[src/rtl/awbg_pkg.sv]
// awbg_pkg: shared types, constants and arithmetic for the white-balance gain block.
// No dependencies. The modules of the block refer to it by scoped names.
`default_nettype none
package awbg_pkg;
	localparam int RATIO_BITS_DEF = 16;
	localparam logic [15:0] UNITY_GAIN = 16'h0100;
	localparam logic [15:0] QUOT_MAX = 16'hFFFF;
	localparam logic [15:0] TYP_R_RESET = 16'h0249;
	localparam logic [15:0] TYP_B_RESET = 16'h0232;
	localparam int QDEPTH = 4;

	typedef enum logic [0:0] {
		CFG_TYP_R = 1'b0,
		CFG_TYP_B = 1'b1
	} cfg_idx_t;

	typedef struct packed {
		logic [15:0] red_ratio;
		logic [15:0] blue_ratio;
	} awbg_in_t;

	typedef struct packed {
		logic [15:0] red_gain;
		logic [15:0] green_gain;
		logic [15:0] blue_gain;
		logic        divide_fault;
	} awbg_out_t;

	// Case code formed by the front end; one-hot.
	typedef enum logic [3:0] {
		CASE_BOTH_LOW = 4'b0001,  // green pinned
		CASE_R_HIGH   = 4'b0010,  // red pinned, green from red
		CASE_B_HIGH   = 4'b0100,  // blue pinned, green from blue
		CASE_BOTH_HI  = 4'b1000   // larger green candidate wins
	} awbg_case_t;

	// Classified request handed from front to back through the queue.
	typedef struct packed {
		awbg_case_t  kind;
		logic [15:0] rr;
		logic [15:0] br;
		logic [15:0] rt;
		logic [15:0] bt;
	} awbg_job_t;
endpackage
`default_nettype wire

[src/rtl/awbg_front.sv]
// awbg_front: masks ratios to RATIO_BITS, holds the typical-ratio registers
// and classifies each request into one of four cases. Depends on awbg_pkg.
`default_nettype none
module awbg_front #(
	parameter int RATIO_BITS = awbg_pkg::RATIO_BITS_DEF
) (
	input  wire logic                clk,
	input  wire logic                arst_n,
	input  wire logic                cfg_we,
	input  wire logic [0:0]          cfg_idx,
	input  wire logic [15:0]         cfg_data,
	input  wire awbg_pkg::awbg_in_t  req,
	output awbg_pkg::awbg_job_t      job
);
	localparam logic [15:0] MASK = 16'((32'd1 << RATIO_BITS) - 1);
	logic [15:0] typ_r_q, typ_b_q;
	logic [15:0] rr, br, rt, bt;

	always_ff @(posedge clk or negedge arst_n) begin
		if (!arst_n) begin
			typ_r_q <= awbg_pkg::TYP_R_RESET;
			typ_b_q <= awbg_pkg::TYP_B_RESET;
		end else if (cfg_we) begin
			case (cfg_idx)
				awbg_pkg::CFG_TYP_R: typ_r_q <= cfg_data;
				awbg_pkg::CFG_TYP_B: typ_b_q <= cfg_data;
				default: ;
			endcase
		end
	end

	always_comb begin
		rr = req.red_ratio & MASK;
		br = req.blue_ratio & MASK;
		rt = typ_r_q & MASK;
		bt = typ_b_q & MASK;
		job.rr = rr;
		job.br = br;
		job.rt = rt;
		job.bt = bt;
		if (br < bt) job.kind = (rr < rt) ? awbg_pkg::CASE_BOTH_LOW : awbg_pkg::CASE_R_HIGH;
		else         job.kind = (rr < rt) ? awbg_pkg::CASE_B_HIGH : awbg_pkg::CASE_BOTH_HI;
	end
endmodule
`default_nettype wire

[config.mk]
export PLATFORM = sky130hd
export DESIGN_NAME = awbg_front
export DESIGN_NICKNAME = d
export VERILOG_FILES = /design/src/rtl/awbg_pkg.sv /design/src/rtl/awbg_front.sv
export SDC_FILE = /design/constraint.sdc
export NUM_CORES = 1
export LEC_CHECK = 0
export ABC_CLOCK_PERIOD_IN_PS = 2500
export BUFFER_PORTS_ARGS = -buffer_cell sky130_fd_sc_hd__buf_4
export CORE_MARGIN = 1
export CORE_UTILIZATION = 45
export DETAILED_ROUTE_END_ITERATION = 16
export GPL_ROUTABILITY_DRIVEN = 0
export MAX_ROUTING_LAYER = met4
export PLACE_DENSITY = 0.84
export SLEW_MARGIN = 20
export SYNTH_ARGS = -nofsm -noshare
export SYNTH_HDL_FRONTEND = slang
export SYNTH_SLANG_ARGS = --single-unit
[constraint.sdc]
create_clock -name clk -period 2.5 [get_ports clk]
set_input_delay 0.5 -clock clk [delete_from_list [all_inputs] [get_ports clk]]
set_output_delay 0.5 -clock clk [all_outputs]
set_load 0.01 [all_outputs]
# --- Word-level counts from Yosys, hierarchy flattened ---
# Index checks and enable logic that the tools add are counted.
classes:
  order_cmp: 2
  mux: 3
  bitwise_logic: 1
  n_reduce_logical: 2
ops:
  columns: ["operator", "count"]
  rows:
  - ["less-than comparator 16 bit", 2]
  - ["2-to-1 mux 4 bit", 2]
  - ["AND reduction 2 bit", 2]
  - ["2-to-1 mux 2 bit", 1]
  - ["inverter 1 bit", 1]
totals:
  regBits: 32
  input_bits: 52
  out_inout_bits: 68
  elab_cells: 10

# --- Logic depth before layout (Yosys ltp) ---
# Gate-level depths: netlist of run 1.
logic_depth:
  word_depth: 3
  mapped_depth: 7
  ltp_nobuf: 7

# --- Least setup slack after synthesis of run 1 ---
# Ideal clock, no wire load.
synth_timing:
  kind: "reg-to-output"
  from: "register typ_r_q[9], in the netlist rt[9]"
  to: "output port job[65] in the netlist's numbering"
  arrival_ns: 1.937
  slack_ns: 0.063
  stages_incl_launch_ff: 8
  n_path_buf: 0
  path_cell_list: "dfstp_2 -> inv_1 -> ha_1 -> and4_1 -> o211ai_2 -> or4_4 -> nand3_2 -> nor2b_2"
synth_rtl:
  columns: ["element", "line", "rtl"]
  rows:
  - ["start, declared", "awbg_front.sv:16", "logic [15:0] typ_r_q, typ_b_q;"]
  - ["start signal, assigned", "awbg_front.sv:21", "typ_r_q <= awbg_pkg::TYP_R_RESET;"]
  - ["start signal, assigned", "awbg_front.sv:25", "awbg_pkg::CFG_TYP_R: typ_r_q <= cfg_data;"]
  - ["end, declared", "awbg_front.sv:13", "output awbg_pkg::awbg_job_t job"]

==> impl_metrics.json, run 1 <==
{
  "worst_r2r_startpoint": "rt[3]",
  "path_cells": "inv_2 -> ha_4 -> and4_1 -> o211ai_2 -> or4_4 -> nand3_4 -> and2_1 -> buf_4",
  "cts_tree": "built",
  "place_area_mm2": 0.00300,
  "core_mm2": 0.00472,
  "slew_violations": 0,
  "ys_warn_count": 0,
  "synth_area_mm2": 0.00220,
  "final.setup.tns_ps": -674,
  "grt-busiest-layer": "met2",
  "area_growth_pct": 43.3,
  "synth-compound-area-share_pct": 10.4,
  "skew_ps": 0,
  "cp_max_fo": 4,
  "grt_usage_pct": 21.1,
  "yosys.area.top_type": "dfrtp_1",
  "cpPeakStageDelay_ps": 540,
  "critical_path_arrival_ps": 2200,
  "slowest_stage": "dfstp_2",
  "synth_cells": 227,
  "grt-ovfl-total": 0,
  "use_met1_pct": 24.2,
  "clkSlewWorstSetupHoldPaths_ps": 60,
  "clk_latency_ps": 280,
  "final_cells": 396,
  "synth_enable_flop_cells": 0,
  "synth_simple_gate_area_share_pct": 10.1,
  "synth.avg_cell_area_um2": 9.67,
  "synthAdderAreaFrac_pct": 17.1,
  "wl_per_cell_um": 13.6,
  "p_per_area_mw_per_mm2": 566,
  "synth_top_family_by_area": "adder cells",
  "hold_violations": 0,
  "die_y_um": 71.9,
  "use_met3_pct": 3.80,
  "ios": 120,
  "startpoint": "rt[9]",
  "grt_first_pass_wirelength_um": 8030,
  "synth_most_common_cell": "buf_4",
  "start_util_pct": 46.5,
  "cts_buffer_depth": 2,
  "grt_pass1_vias": 1778,
  "cts.hold.buffers_added": 0,
  "maxCapViolCount": 0,
  "cts_max_level": 2,
  "ys_types": 25,
  "fin_crit_sh_pct": 108,
  "synth.area.mux_share_pct": 8.72,
  "finish.net_count": 410,
  "drive_gt1_share_pct": 53.2,
  "die_w_um": 71.9,
  "drt_iter0_drc": 52,
  "status": "finished with violations",
  "r2r-end": "rt[3]",
  "num_vias": 1866,
  "rrSetupSlack_ps": 1610,
  "rows": 25,
  "final_util_pct": 66.6,
  "worstSetupPathType": "reg -> out",
  "ys_seq_area_share_pct": 36.9,
  "synth_top_cells_by_count": "buf_4, ha_1, inv_1",
  "clock-root-buffer": "clkbuf_8",
  "cts_buffers": 5,
  "cts.sink_count": 32,
  "min_period_ps": 2700,
  "fin_ws_ps": -203,
  "violations": "negative setup slack",
  "synth-main-ff-cell": "dfrtp_1",
  "cp.required_ps": 2000,
  "syn_nets": 309,
  "peakVddDrop_v": 0.000351,
  "avgViaCountPerCell": 4.71,
  "synth-seq-cells": 32,
  "drt_wl_total_um": 5390,
  "post-place-ws_ps": -176,
  "max_freq_mhz": 370,
  "synth_area_leaders": "dfrtp_1, ha_1, buf_4",
  "r2r_cells": 2,
  "finalSetupViolations": 4,
  "async_flop_share_pct": 100,
  "startpoint_type": "flip-flop",
  "maxSlewHeadroom_pct": 56.2,
  "holdCritPathClass": "in -> async",
  "drtAntennaViolNets": 0,
  "yosysTopAreaCellShare_pct": 27.4,
  "dieArea_mm2": 0.00516,
  "grtUsageMet2_pct": 37.0,
  "rsz0062_at_grt": "yes",
  "cp-end-kind": "primary output",
  "route.detailed.drc": 0,
  "dp_hpwl_um": 4490,
  "leakagePower_nw": 1.65,
  "numPortBuffers": 119,
  "grt_antenna_before_repair": 0,
  "firstDrtPassIters": 6,
  "synth-xor-area-share_pct": 0,
  "grt_max_degree": 33,
  "tightest_slew_ps": 656,
  "dp.cells": 387,
  "stdcell_area_mm2": 0.00315,
  "diodes": 0
}
[routing by layer]
| layer | wire length [um] | vias to the layer above |
|---|---|---|
| li1 | - | 933 |
| met3 | 203 | 8 |
| met4 | 85 | 0 |
| met2 | 2890 | 59 |
| met1 | 2220 | 866 |
| met5 | 0 | - |
[flip-flops by register name (all words and copies together) (netlist names)]
| register | count |
|---|---|
| bt | 16 |
| rt | 16 |
[worst max path at each step]
stage | end | slack [ps] | cells past startpoint
after global placement | job[65] | -120 | 8
after CTS | job[65] | -210 | 8
final | job[67] | -200 | 8
after detailed placement | job[65] | -180 | 8
after floorplan | job[65] | 60 | 7
after global routing | job[67] | -270 | 8
[what timing repair did]
| item | CTS | global route |
|---|---|---|
| setup buffers | 0 | 1 |
| endpoints found under the setup margin | 4 | 4 |
| gates resized for setup | 7 | 1 |
| pin swaps | 9 | 0 |
[cells in the final DEF, fill, tap and decap left out, drive strengths merged]
cell type	count
a2111oi	2
a21oi	14
and2	1
and4	4
buf	130
clkbuf	8
dfrtp	24
dfstp	8
ha	30
inv	30
mux2	17
nand2	24
nand2b	2
nand3	4
nor2	1
nor2b	3
o211ai	2
o21a	2
o21ai	21
or4	2
[critical path: cells and delay by family (launching register included)]
family	cells	cell delay, ps
and+or+nand+nor	4	870
DFF	1	540
adders and majority gates	1	260
buffers and inverters	2	170
AOI/OAI and AO/OA	1	80
[power breakdown]
part / switching [W] / total (W) / internal (W)
clock: 0.000180 / 0.000431 / 0.000251
sequential: 0.0000528 / 0.000657 / 0.000604
combinational: 0.000318 / 0.000693 / 0.000375
[through the flow]
| stage | power [W] | hold slack [ps] |
|---|---|---|
| finish | 0.00178 | 141 |
| global route | 0.00188 | 162 |
| global placement | 0.00130 | 453 |
| floorplan | 0.000995 | 204 |
| CTS | 0.00178 | 154 |
| detailed placement | 0.00133 | 453 |
[layout make-up]
type	instances	area (um^2)
clock buffers	8	100
fillers	412	1580
inverters	30	113
multi-input cells	129	1060
flip-flops and latches	32	811
well taps	67	83.8
repair buffers	130	980
[logic make-up after synthesis]
group	after synthesis
muxes	17
buffers and inverters	66
DFF	32
and+or+nand+nor	41
AOI/OAI and AO/OA	41
adders and majority gates	30
No activity file was read; power rests on OpenSTA's default activity.
==> run 2: changes to the inputs <==
--- a/config.mk
+++ b/config.mk
@@ -13,6 +13,7 @@
 export GPL_ROUTABILITY_DRIVEN = 0
 export MAX_ROUTING_LAYER = met4
 export PLACE_DENSITY = 0.84
+export RECOVER_POWER = 100
 export SLEW_MARGIN = 20
 export SYNTH_ARGS = -nofsm -noshare
 export SYNTH_HDL_FRONTEND = slang
==> run 2 against run 1 <==
Effect of this change:
- clock power shrank 0.9%
- critical path depth unchanged
- utilization down 4.8 points
- the run ends with max-capacitance violations, max-slew violations, negative setup slack left
- critical endpoint unchanged
- sequential cell count stayed put
==> impl_metrics.json, run 2 (synthesized netlist as in run 1, its figures left out) <==
{
  "status": "finished with violations",
  "violations": "max-capacitance violations, max-slew violations, negative setup slack",
  "maxSlewHeadroom_pct": -9.03,
  "area_growth_pct": 33.0,
  "cts_buffer_depth": 2,
  "stdcell_area_mm2": 0.00292,
  "skew_ps": 0,
  "grt_pass1_vias": 1778,
  "clock-root-buffer": "clkbuf_8",
  "wl_per_cell_um": 13.7,
  "drtAntennaViolNets": 0,
  "critical_path_arrival_ps": 2210,
  "critPathBufInv": 2,
  "finalPower_w": 0.00170,
  "grt_first_pass_wirelength_um": 8030,
  "drive_gt1_share_pct": 33.1,
  "hold_depth": 3,
  "post-place-ws_ps": -176,
  "dieArea_mm2": 0.00516,
  "cp_max_fo": 4,
  "grt_usage_pct": 21.1,
  "tightest_slew_ps": 1640,
  "dp_hpwl_um": 4490,
  "place_area_mm2": 0.00300,
  "finalSetupViolations": 4,
  "grt_antenna_before_repair": 0,
  "core_mm2": 0.00472,
  "diodes": 0,
  "cpPeakStageDelay_ps": 540,
  "final_cell_mix": "buf_4, clkbuf_1, inv_1, ha_1",
  "p_per_area_mw_per_mm2": 583,
  "rsz0062_at_grt": "yes",
  "fin_ws_ps": -210,
  "r2r-end": "rt[3]",
  "rows": 25,
  "grt_max_degree": 33,
  "cts_buffers": 5,
  "min_period_ps": 2710,
  "drt_wl_total_um": 5420,
  "slew_violations": 33,
  "cts_tree": "built",
  "clk_latency_ps": 280,
  "cp.required_ps": 2000,
  "num_vias": 1862,
  "hold_violations": 0,
  "r2r_cells": 2,
  "startpoint": "rt[9]",
  "cts_max_level": 2,
  "avgViaCountPerCell": 4.70,
  "startpoint_type": "flip-flop",
  "cp_num_cells": 8,
  "clkSlewWorstSetupHoldPaths_ps": 60,
  "crit_path_end": "job[67]",
  "final.setup.tns_ps": -698,
  "fin_crit_sh_pct": 108,
  "cts.sink_count": 32,
  "start_util_pct": 46.5,
  "max_freq_mhz": 369,
  "path_cells": "inv_2 -> ha_4 -> and4_1 -> o211ai_2 -> or4_4 -> nand3_4 -> and2_1 -> buf_4",
  "fillers": 464,
  "numPortBuffers": 119,
  "die_y_um": 71.9,
  "maxCapViolCount": 1,
  "die_w_um": 71.9,
  "grt-ovfl-total": 0,
  "finish.net_count": 410,
  "slowest_stage": "dfstp_2",
  "peakVddDrop_v": 0.000346,
  "route.detailed.drc": 0,
  "rrSetupSlack_ps": 1600,
  "cpLargestDelayFamily": "simple AND/OR/NAND/NOR gates",
  "cp-end-kind": "primary output",
  "firstDrtPassIters": 4,
  "worst_r2r_startpoint": "rt[3]",
  "holdCritPathClass": "in -> reg",
  "drt_iter0_drc": 47,
  "ios": 120,
  "leakagePower_nw": 1.42,
  "worstSetupPathType": "reg -> out",
  "mostFrequentLayoutCell": "buf_4"
}
run 2: timing repair:
| item | CTS | global route |
|---|---|---|
| hold buffers | 0 | 0 |
| setup buffers | 0 | 1 |
| setup endpoints to repair | 4 | 4 |
| pin swaps | 9 | 0 |
| resized for setup | 7 | 1 |
| hold endpoints to repair | 0 | 0 |
| gates cloned | 0 | 0 |
run 2: area by class of cell:
cell class | instances | area, um^2 | area share, %
multi-input combinational | 129 | 1060 | 36.3
sequential | 32 | 811 | 27.8
timing repair buffer | 130 | 754 | 25.8
inverter | 30 | 113 | 3.85
clock buffer | 8 | 100 | 3.43
tap | 67 | 83.8 | 2.87
run 2: worst register-to-register path: stages, from the launching register on:
cell     delay, ps
dfstp_2        530
inv_1           60
o21ai_0        210
run 2: worst min-delay path by stage:
stage / from / end / slack (ps)
3_3_place_gp: arst_n / rt[5] / 450
4_1_cts: arst_n / rt[12] / 150
6_report: cfg_data[10] / rt[10] / 440
2_1_floorplan: arst_n / bt[0] / 200
5_1_grt: cfg_data[0] / bt[0] / 450
3_5_place_dp: arst_n / rt[7] / 450
run 2: layer usage:
| layer | wire (um) | vias up | part of all wire [%] | GRT usage, % |
|---|---|---|---|---|
| met2 | 2910 | 62 | 54 | 37.0 |
| li1 | - | 930 | - | - |
| met4 | 78 | 0 | 1.4 | 7.41 |
| met1 | 2230 | 864 | 41 | 24.2 |
| met5 | 0 | - | 0 | - |
| met3 | 199 | 6 | 3.7 | 3.80 |
run 2: stage by stage:
stage,hold slack [ps],util (%),cells
after CTS,154,66.4,395
final,437,61.9,396
after global placement,453,63.4,387
after floorplan,204,-,227
after detailed placement,453,63.4,387
after global routing,449,61.9,396
run 2: power by group:
| group | switching, W | internal (W) | leakage [nW] |
|---|---|---|---|
| clock | 0.000176 | 0.000251 | 0.0515 |
| combinational | 0.000318 | 0.000307 | 1.00 |
| sequential | 0.0000508 | 0.000600 | 0.369 |
