==> src/rtl/awbg_pkg.sv <==
// awbg_pkg: shared types, constants and arithmetic for the white-balance gain block.
// No dependencies. The modules of the block refer to it by scoped names.
`default_nettype none
package awbg_pkg;
	localparam int RATIO_BITS_DEF = 16;
	localparam logic [15:0] UNITY_GAIN = 16'h0100;
	localparam logic [15:0] QUOT_MAX = 16'hFFFF;
	localparam logic [15:0] TYP_R_RESET = 16'h0249;
	localparam logic [15:0] TYP_B_RESET = 16'h0232;
	localparam int QDEPTH = 4;

	typedef enum logic [0:0] {
		CFG_TYP_R = 1'b0,
		CFG_TYP_B = 1'b1
	} cfg_idx_t;

	typedef struct packed {
		logic [15:0] red_ratio;
		logic [15:0] blue_ratio;
	} awbg_in_t;

	typedef struct packed {
		logic [15:0] red_gain;
		logic [15:0] green_gain;
		logic [15:0] blue_gain;
		logic        divide_fault;
	} awbg_out_t;

	// Case code formed by the front end; one-hot.
	typedef enum logic [3:0] {
		CASE_BOTH_LOW = 4'b0001,  // green pinned
		CASE_R_HIGH   = 4'b0010,  // red pinned, green from red
		CASE_B_HIGH   = 4'b0100,  // blue pinned, green from blue
		CASE_BOTH_HI  = 4'b1000   // larger green candidate wins
	} awbg_case_t;

	// Classified request handed from front to back through the queue.
	typedef struct packed {
		awbg_case_t  kind;
		logic [15:0] rr;
		logic [15:0] br;
		logic [15:0] rt;
		logic [15:0] bt;
	} awbg_job_t;
endpackage
`default_nettype wire

==> src/rtl/awbg_queue.sv <==
// awbg_queue: small FIFO of classified requests between front and back.
// Depends on awbg_pkg for the request type and depth.
`default_nettype none
module awbg_queue (
	input  wire logic                clk,
	input  wire logic                arst_n,
	input  wire logic                push,
	input  wire awbg_pkg::awbg_job_t wdata,
	input  wire logic                pop,
	output awbg_pkg::awbg_job_t      rdata,
	output logic                     full,
	output logic                     empty
);
	localparam int D = awbg_pkg::QDEPTH;
	localparam int AW = $clog2(D);
	awbg_pkg::awbg_job_t mem_q [D];
	logic [AW-1:0] wp_q, rp_q;
	logic [AW:0]   cnt_q;

	assign full = (cnt_q == (AW+1)'(D));
	assign empty = (cnt_q == '0);
	assign rdata = mem_q[rp_q];

	always_ff @(posedge clk) if (push) mem_q[wp_q] <= wdata;

	always_ff @(posedge clk or negedge arst_n) begin
		if (!arst_n) begin
			wp_q <= '0;
			rp_q <= '0;
			cnt_q <= '0;
		end else begin
			if (push) wp_q <= wp_q + 1'b1;
			if (pop) rp_q <= rp_q + 1'b1;
			cnt_q <= cnt_q + (AW+1)'(push) - (AW+1)'(pop);
		end
	end

	ap_no_ovf: assert property (@(posedge clk) disable iff (!arst_n) full |-> !push || pop)
		else $error("queue overflow");
	ap_no_unf: assert property (@(posedge clk) disable iff (!arst_n) empty |-> !pop)
		else $error("queue underflow");
	ap_cnt: assert property (@(posedge clk) disable iff (!arst_n) cnt_q <= (AW+1)'(D))
		else $error("queue count out of range");
endmodule
`default_nettype wire

==> config.mk <==
export PLATFORM = sky130hd
export DESIGN_NAME = awbg_queue
export DESIGN_NICKNAME = d
export VERILOG_FILES = /design/src/rtl/awbg_pkg.sv /design/src/rtl/awbg_queue.sv
export SDC_FILE = /design/constraint.sdc
export NUM_CORES = 1
export LEC_CHECK = 0
export ABC_AREA = 1
export BUFFER_PORTS_ARGS = -buffer_cell sky130_fd_sc_hd__clkbuf_2
export CAP_MARGIN = 20
export CORE_ASPECT_RATIO = 1.1
export CORE_UTILIZATION = 62
export CTS_BUF_LIST = sky130_fd_sc_hd__clkbuf_4 sky130_fd_sc_hd__clkbuf_8 sky130_fd_sc_hd__clkbuf_16
export DETAILED_ROUTE_END_ITERATION = 7
export PLACE_DENSITY = 0.91
export SYNTH_ARGS = -nofsm -noshare
export SYNTH_HDL_FRONTEND = slang
export SYNTH_SLANG_ARGS = --single-unit
==> constraint.sdc <==
create_clock -name clk -period 4.6 [get_ports clk]
set_input_delay 0.69 -clock clk [delete_from_list [all_inputs] [get_ports clk]]
set_output_delay 0.69 -clock clk [all_outputs]
set_load 0.01 [all_outputs]
Yosys cells after proc, flatten, opt, wreduce, memory -nomap -nowiden
Memory sizes are Yosys's and may differ from the RTL's. Index checks and enable logic that the tools add are counted.

Register bits after elaboration: 7. Memory bits (writable): 272. Input port bits: 72. Output and inout bits: 70. Word-level logic and storage cells: 12. Memories: 1.

Memory list: mem_q (depth 4, bits a word 68, rd ports 1, clocked after memory_dff 0, wr ports 1, line awbg_queue.sv:16) `awbg_pkg::awbg_job_t mem_q [D];`.

Add/subtract/negate cells: 4. Equal/unequal tests: 1. Multiplexer cells: 2. Reductions and logical operators: 1.

Operators by type and width (number): adder 2 x 1 -> 2 bit, second input constant (2); adder 3 x 1 -> 3 bit (1); equality test 3 bit, second input constant (1); zero test 3 bit (1); subtractor 3 x 1 -> 3 bit (1); 2-to-1 mux 1 bit (2).

Logic depth before layout (Yosys ltp)
Gate-level depths: netlist (run 1).

Depth in word-level cells: 2. Gate-level depth with buffers: 8.

Worst setup path before layout (run 1)
OpenSTA, ideal clock, no wires.

Path type: input port to flip-flop. Start: in push. End: mem mem_q[1][0] (netlist bit) (enable). Setup time: 0.422 ns. Arrival: 2.299 ns. Setup slack: 1.879 ns. Cell stages on the path: 3. Buffers on the path: 1. Path through: clkbuf_1 > nand2_1 > inv_1.

Word-level cells in the longest chain between the ends: 2.

RTL lines: from (decl) (line awbg_queue.sv:7) `input wire logic push,`; 2-to-1 mux 1 bit (line awbg_queue.sv:24) `always_ff @(posedge clk) if (push) mem_q[wp_q] <= wdata;`; 2-to-1 mux 1 bit (implied by the code) (line awbg_queue.sv:24); to (decl) (line awbg_queue.sv:16).

Every way passes these cells.

==> impl_results.md, run 1 <==
* Post-Layout Cell Count at around 1500
* Post-Synth Adder-Cell Area at 0.00809
* H-tree levels at 1
* Die Area at 19500 um^2
* WL/cell at 15.8 um
* Die span in y at 146 um
* Clock Path Buffers at 3
* Clk slew on worst S/H paths at 0.06 ns
* Maxcap violations at 0
* Yosys warnings at 0
* Clock skew at 0.0128 ns
* Largest family of logic cells by synthesized area: simple AND/OR/NAND/NOR gates
* Root buf cell: clkbuf_16
* Die width at 133 um
* PD cells at between 600 and 700 nW/um^2
* Required @ worst endpoint at 3.91 ns
* Drt pass-1 iters at 5
* Top Ports at 142
* Number of antenna violations at the first check in global routing at 0
* Remaining Overflow, GRT at 0
* Placed insts at 1459
* Post_cts resized at 0
* Slew Limit Fails at 0
* # fillers at 1202
* Flops & latches, synth at ~280
* Final setup vio count at 0
* Hold Vio Cnt, Final at 0
* Reg2reg path depth at 5
* Post-Route WL at 23.8 mm
* TNS Setup at 0 ns
* Sequential fraction of the synthesis area at 0.710
* DR DRC count at 0
* Slew HR at 0.356
* # port buffers at 141
* Startpoint types: flip-flop
* Sink Count at between 200 and 300
* Maximum number of pins on one net before global-route repair at 127
* Static Leak at 0.00643 uW
* Crit Path Max Fanout at 82
* Clock insertion delay at the later pin of the skew report at 0.52 ns
* Reg2Reg Setup Slack at 2.24 ns
* Vias in the first global route at 7916
* Area Growth Syn to Fin at 15.4%
* Critical R2R Launch: wp_q[0]$_DFFE_PN0P_
* Final GP Congestion at 0.767
* DP HPWL at roughly 14 mm
* Simple-gate area share of the yosys netlist at 0.171
* Nets@finish at ~1300
* Setup Buffers After CTS at 0
* Initial core utilization at 0.636
* Design area at around 14000 um^2
* Crit share post-route at 0.739
* CP Class: flip-flop to output port
* ANT cells at 0
* Antenna Nets Post-Route at 0
* Mapped Nets at 1190
* Cell Area, Placed at 12700 um^2
* Maximum vdd drop at 0.643 mV
* Post-synthesis mux area share at 0
* CP Launch Point: rp_q[0]$_DFFE_PN0P_
* Status: finished clean
* Crit. End Element: output port
* XOR/XNOR Fraction of Synth Area at 0.00223
* Row cnt at 52
* Via count at 7764
* GRT Total Usage at 0.252
* Post-cts hold buffer count at 0
* Slew at the pin with the worst max-slew slack at slightly below 1 ns
* Cells after Synth at between 1000 and 1500
* Synth Area per Inst at 10.6 um^2
* Fmax at 0.294 GHz
* Hold Crit Class: primary input to asynchronous set/reset pin
* Core area at 18500 um^2
* First-pass GRT wire length at 38.0 mm
* CP arrival at between 2 and 3 ns
* Synth Area in Compound Gates at 0.000426
* Post-Syn Area at 11800 um^2
* Crit path time final at 3.40 ns
* Crit path to: rdata[42]
* Total CTS buffers at 26
* Layout cell share with drive strength beyond 1 at 0.162
* CTS tree: yes
* Setup repair after global routing missed its margin: no
* Reg2reg end: mem_q[2][41]$_DFFE_PP_
* Distinct cells, synth at 16
* Via/cell ratio at just over 5
* DR iter-0 viols at 511
[placed cells by master (no fill, tap or decap)]
master and count:
bufinv_16 3, clkinv_4 1, ha_1 6, nand2_1 351
o21ai_0 1, fa_1 1, buf_4 7, dfrtp_4 1
dfrtp_1 5, buf_12 2, inv_2 1, dfrtp_2 1
nor2_1 1, clkinv_1 1, inv_4 1, clkbuf_16 27
edfxtp_1 272, clkinv_2 7, nor3_1 1, nand3_1 137
inv_1 280, clkinvlp_4 3, xor2_1 3, clkbuf_8 2
clkbuf_2 141, clkbuf_4 7
[worst min-delay path by stage]
stage | from | endpoint | slack [ns] | cells after the start
final | arst_n | wp_q[0]$_DFFE_PN0P_ | 0.006 | 1
after CTS | arst_n | rp_q[0]$_DFFE_PN0P_ | 0.0002 | 1
after global routing | arst_n | rp_q[0]$_DFFE_PN0P_ | 0.004 | 1
after floorplan | arst_n | cnt_q[0]$_DFF_PN0_ | 0.39 | 0
after global placement | wp_q[0]$_DFFE_PN0P_ | wp_q[0]$_DFFE_PN0P_ | 0.52 | 1
after detailed placement | wp_q[0]$_DFFE_PN0P_ | wp_q[0]$_DFFE_PN0P_ | 0.52 | 1
[sequential cells by signal, summed over array words and instances (netlist names)]
| signal | cells |
|---|---|
| mem_q | 272 |
| cnt_q | 3 |
| rp_q | 2 |
| wp_q | 2 |
[synthesized netlist by cell type]
library cell,number,area share
nand2_1,351,0.11
inv_1,284,0.091
edfxtp_1,272,0.69
nand3_1,137,0.058
buf_2,25,0.011
clkbuf_1,16,0.0051
dfrtp_1,7,0.015
ha_1,6,0.0064
buf_1,3,0.00096
xor2_1,3,0.0022
inv_2,2,0.00064
buf_4,1,0.00064
fa_1,1,0.0017
nor2_1,1,0.00032
nor3_1,1,0.00043
o21ai_0,1,0.00043
[area by class of cell]
class	count	area [um^2]	area share
clock buffer	36	756	0.0557
tap	243	304	0.0224
sequential	279	8350	0.615
clock inverter	11	140	0.0103
multi-input combinational	501	2140	0.158
inverter	286	1080	0.0797
timing repair buffer	150	798	0.0588
[worst max-delay path, cell delays in order (launching register included)]
cell      delay, ns
dfrtp_4        0.83
buf_4          0.77
nand2_1        0.14
nand3_1        0.13
nand2_1        0.10
clkbuf_2       0.13
[routing by layer]
metal / vias to the layer above / wire [um] / track usage
li1: 3718 / - / -
met1: 3664 / 8710 / 0.288
met2: 308 / 12400 / 0.453
met3: 74 / 1540 / 0.0410
met4: 0 / 1050 / 0.134
met5: - / 0 / 0
[power breakdown]
group          internal (uW)  leakage [uW]  total (uW)  switching (uW)
Sequential              3340       0.00258        3530             198
Clock                   1320      0.000440        2200             882
Combinational            905       0.00342        2890            1990
Total                   5560       0.00643        8630            3070
[through the flow]
| step | hold slack (ns) | worst slack (ns) | util | total power, uW |
|---|---|---|---|---|
| floorplan | 0.394 | 1.88 | - | 5410 |
| global placement | 0.516 | 1.86 | 0.685 | 6310 |
| detailed placement | 0.520 | 1.76 | 0.686 | 6470 |
| CTS | 0.000200 | 1.17 | 0.734 | 8670 |
| global route | 0.00445 | 1.03 | 0.734 | 9100 |
| finish | 0.00601 | 1.20 | 0.734 | 8630 |
[kinds of logic after synthesis]
family,after synthesis
AOI/OAI and AO/OA,1
adders and majority gates,7
DFF,279
buffers and inverters,331
and+or+nand+nor,490
xor gates and xnor gates,3
No activity file was read; power rests on OpenSTA's default activity.
==> run 2, diff against run 1 <==
--- a/config.mk
+++ b/config.mk
@@ -9,10 +9,10 @@
 export BUFFER_PORTS_ARGS = -buffer_cell sky130_fd_sc_hd__clkbuf_2
 export CAP_MARGIN = 20
 export CORE_ASPECT_RATIO = 1.1
-export CORE_UTILIZATION = 62
+export CORE_UTILIZATION = 58
 export CTS_BUF_LIST = sky130_fd_sc_hd__clkbuf_4 sky130_fd_sc_hd__clkbuf_8 sky130_fd_sc_hd__clkbuf_16
 export DETAILED_ROUTE_END_ITERATION = 7
-export PLACE_DENSITY = 0.91
+export PLACE_DENSITY = 0.87
 export SYNTH_ARGS = -nofsm -noshare
 export SYNTH_HDL_FRONTEND = slang
 export SYNTH_SLANG_ARGS = --single-unit
==> constraint.sdc (replaced) <==
create_clock -name clk -period 3.5 [get_ports clk]
set_input_delay 0.525 -clock clk [delete_from_list [all_inputs] [get_ports clk]]
set_output_delay 0.525 -clock clk [all_outputs]
set_load 0.01 [all_outputs]
==> run 2 against run 1 <==
Clock skew down 0.0071 ns. Register-to-register slack worse by 0.87 ns. Global-route usage shrank 2.5 points. Non-clock buffer count is 3 higher.
==> impl_results.md, run 2 (synthesis results as in run 1) <==
* Maximum vdd drop at 0.593 mV
* Remaining Overflow, GRT at 0
* Max stage delay on crit path at 0.50 ns
* Crit share post-route at 0.790
* Static Leak at around 0.0065 uW
* Initial core utilization at 0.592
* Multi-input gate area at 2140 um^2
* Max FFs per register at roughly 270
* Total CTS buffers at 27
* DP HPWL at approximately 14 mm
* Row cnt at 54
* Cell Area, Placed at 12700 um^2
* Via/cell ratio at ~5.1
* Startpoint types: flip-flop
* TNS Setup at 0 ns
* Final core occ at 0.688
* Worst path most repeated cell: nand2_1
* Number of antenna violations at the first check in global routing at 1
* Post-Route WL at 23.2 mm
* # port buffers at 141
* Most frequent cells in the layout: 351 x nand2_1, 280 x inv_1, 272 x edfxtp_1
* DR DRC count at 0
* Area Growth Syn to Fin at 16.3%
* WL/cell at roughly 15 um
* Required @ worst endpoint at between 2 and 3 ns
* Root buf cell: clkbuf_16
* Antenna Nets Post-Route at 0
* DR iter-0 viols at 657
* Core area at 19900 um^2
* Sink Count at 279
* CP Class: flip-flop to output port
* Final GP Congestion at 0.796
* PD cells at 837 nW/um^2
* Clk slew on worst S/H paths at 0.06 ns
* Maxcap violations at 0
* Fmax at 0.362 GHz
* CTS tree: yes
* Place WS at about 1.3 ns
* Layout cell share with drive strength beyond 1 at 0.165
* Design area at approximately 14000 um^2
* Top Ports at 142
* Die span in y at 151 um
* Setup repair after global routing missed its margin: no
* Vias in the first global route at 7478
* First-pass GRT wire length at 35.8 mm
* FF/Latch Area at roughly 8300 um^2
* Slew at the pin with the worst max-slew slack at 0.882 ns
* Final setup vio count at 0
* ANT cells at 0
* Most common cell after layout, fill and taps aside: nand2_1
* Crit. End Element: output port
* Slew HR at 0.412
* Hold Crit Class: primary input to flip-flop
* Crit Path Max Fanout at 62
* Die Area at 20800 um^2
* Largest Register: mem_q
* Status: finished clean
* GRT Total Usage at 0.228
* Crit path max-delay cell type: dfrtp_4
* Clock skew at 0.00575 ns
* Drt pass-1 iters at 5
* Post_cts resized at 0
* Slew Limit Fails at 0
* Die width at 138 um
* CP arrival at 2.24 ns
* H-tree levels at 1
* Clock insertion delay at the later pin of the skew report at 0.52 ns
* Hold Vio Cnt, Final at 0
* Via count at 7690
* Maximum number of pins on one net before global-route repair at 139
* Cells along the critical path: inv_4 > buf_12 > nand2_1 > nand3_1 > nand2_1 > clkbuf_2
* Nets@finish at approximately 1300
* Crit path time final at 2.76 ns
* Buffer and inverter count on the worst path at 3
* Setup Buffers After CTS at 0
* Delay-heaviest family, CP: buffers and inverters
* Biggest regs: mem_q: 272 flops, cnt_q: 3 flops
* Clock Path Buffers at 3
* Final setup margin at 0.735 ns
* # fillers at 1365
-- run 2: area by class of cell --
class | count | share of cell area
Clock inverter | 11 | 0.00997
Inverter | 286 | 0.0790
Tap cell | 252 | 0.0231
Multi-Input combinational cell | 501 | 0.156
Sequential cell | 279 | 0.610
Clock buffer | 38 | 0.0582
Timing Repair Buffer | 153 | 0.0629
-- run 2: what timing repair did --
item | CTS | global route
setup endpoints to repair | 0 | 0
hold buffers | 1 | 0
hold endpoints to repair | 7 | 0
-- run 2: final timing paths --
path | cells past startpoint | slack [ns] | end | startpoint
max in group asynchronous | 2 | 2.91 | rp_q[0]$_DFFE_PN0P_ | arst_n
worst min-delay path | 1 | 0.22 | mem_q[2][55]$_DFFE_PP_ | wdata[55]
worst max-delay path | 6 | 0.74 | rdata[54] | rp_q[0]$_DFFE_PN0P_
worst min register to register | 1 | 0.54 | wp_q[0]$_DFFE_PN0P_ | wp_q[0]$_DFFE_PN0P_
min in group asynchronous | 2 | 0.38 | wp_q[1]$_DFFE_PN0P_ | arst_n
worst max register to register | 5 | 1.37 | mem_q[0][33]$_DFFE_PP_ | wp_q[0]$_DFFE_PN0P_
-- run 2: power breakdown --
group | internal, uW | leakage (uW) | switching, uW
Sequential | 4380 | 0.00258 | 156
Combinational | 1240 | 0.00344 | 2720
Clock | 1800 | 0.000469 | 1150
Total | 7420 | 0.00649 | 4020
-- run 2: metal layers --
metal  global-route usage  share of wire  up-vias
met4                0.107          0.037        2
met3               0.0479          0.076       62
met1                0.270           0.38     3634
met5                    0        0.00065        -
li1                     -              -     3722
met2                0.395           0.51      270
-- run 2: per-stage QoR --
| stage | cells | hold slack [ns] | power, uW |
|---|---|---|---|
| 6_report | 1520 | 0.222 | 11400 |
| 5_1_grt | 1520 | 0.208 | 12100 |
| 4_1_cts | 1520 | 0.209 | 11500 |
| 3_5_place_dp | 1470 | 0.380 | 8560 |
| 3_3_place_gp | 1470 | 0.374 | 8400 |
| 2_1_floorplan | 1111 | 0.229 | 7100 |
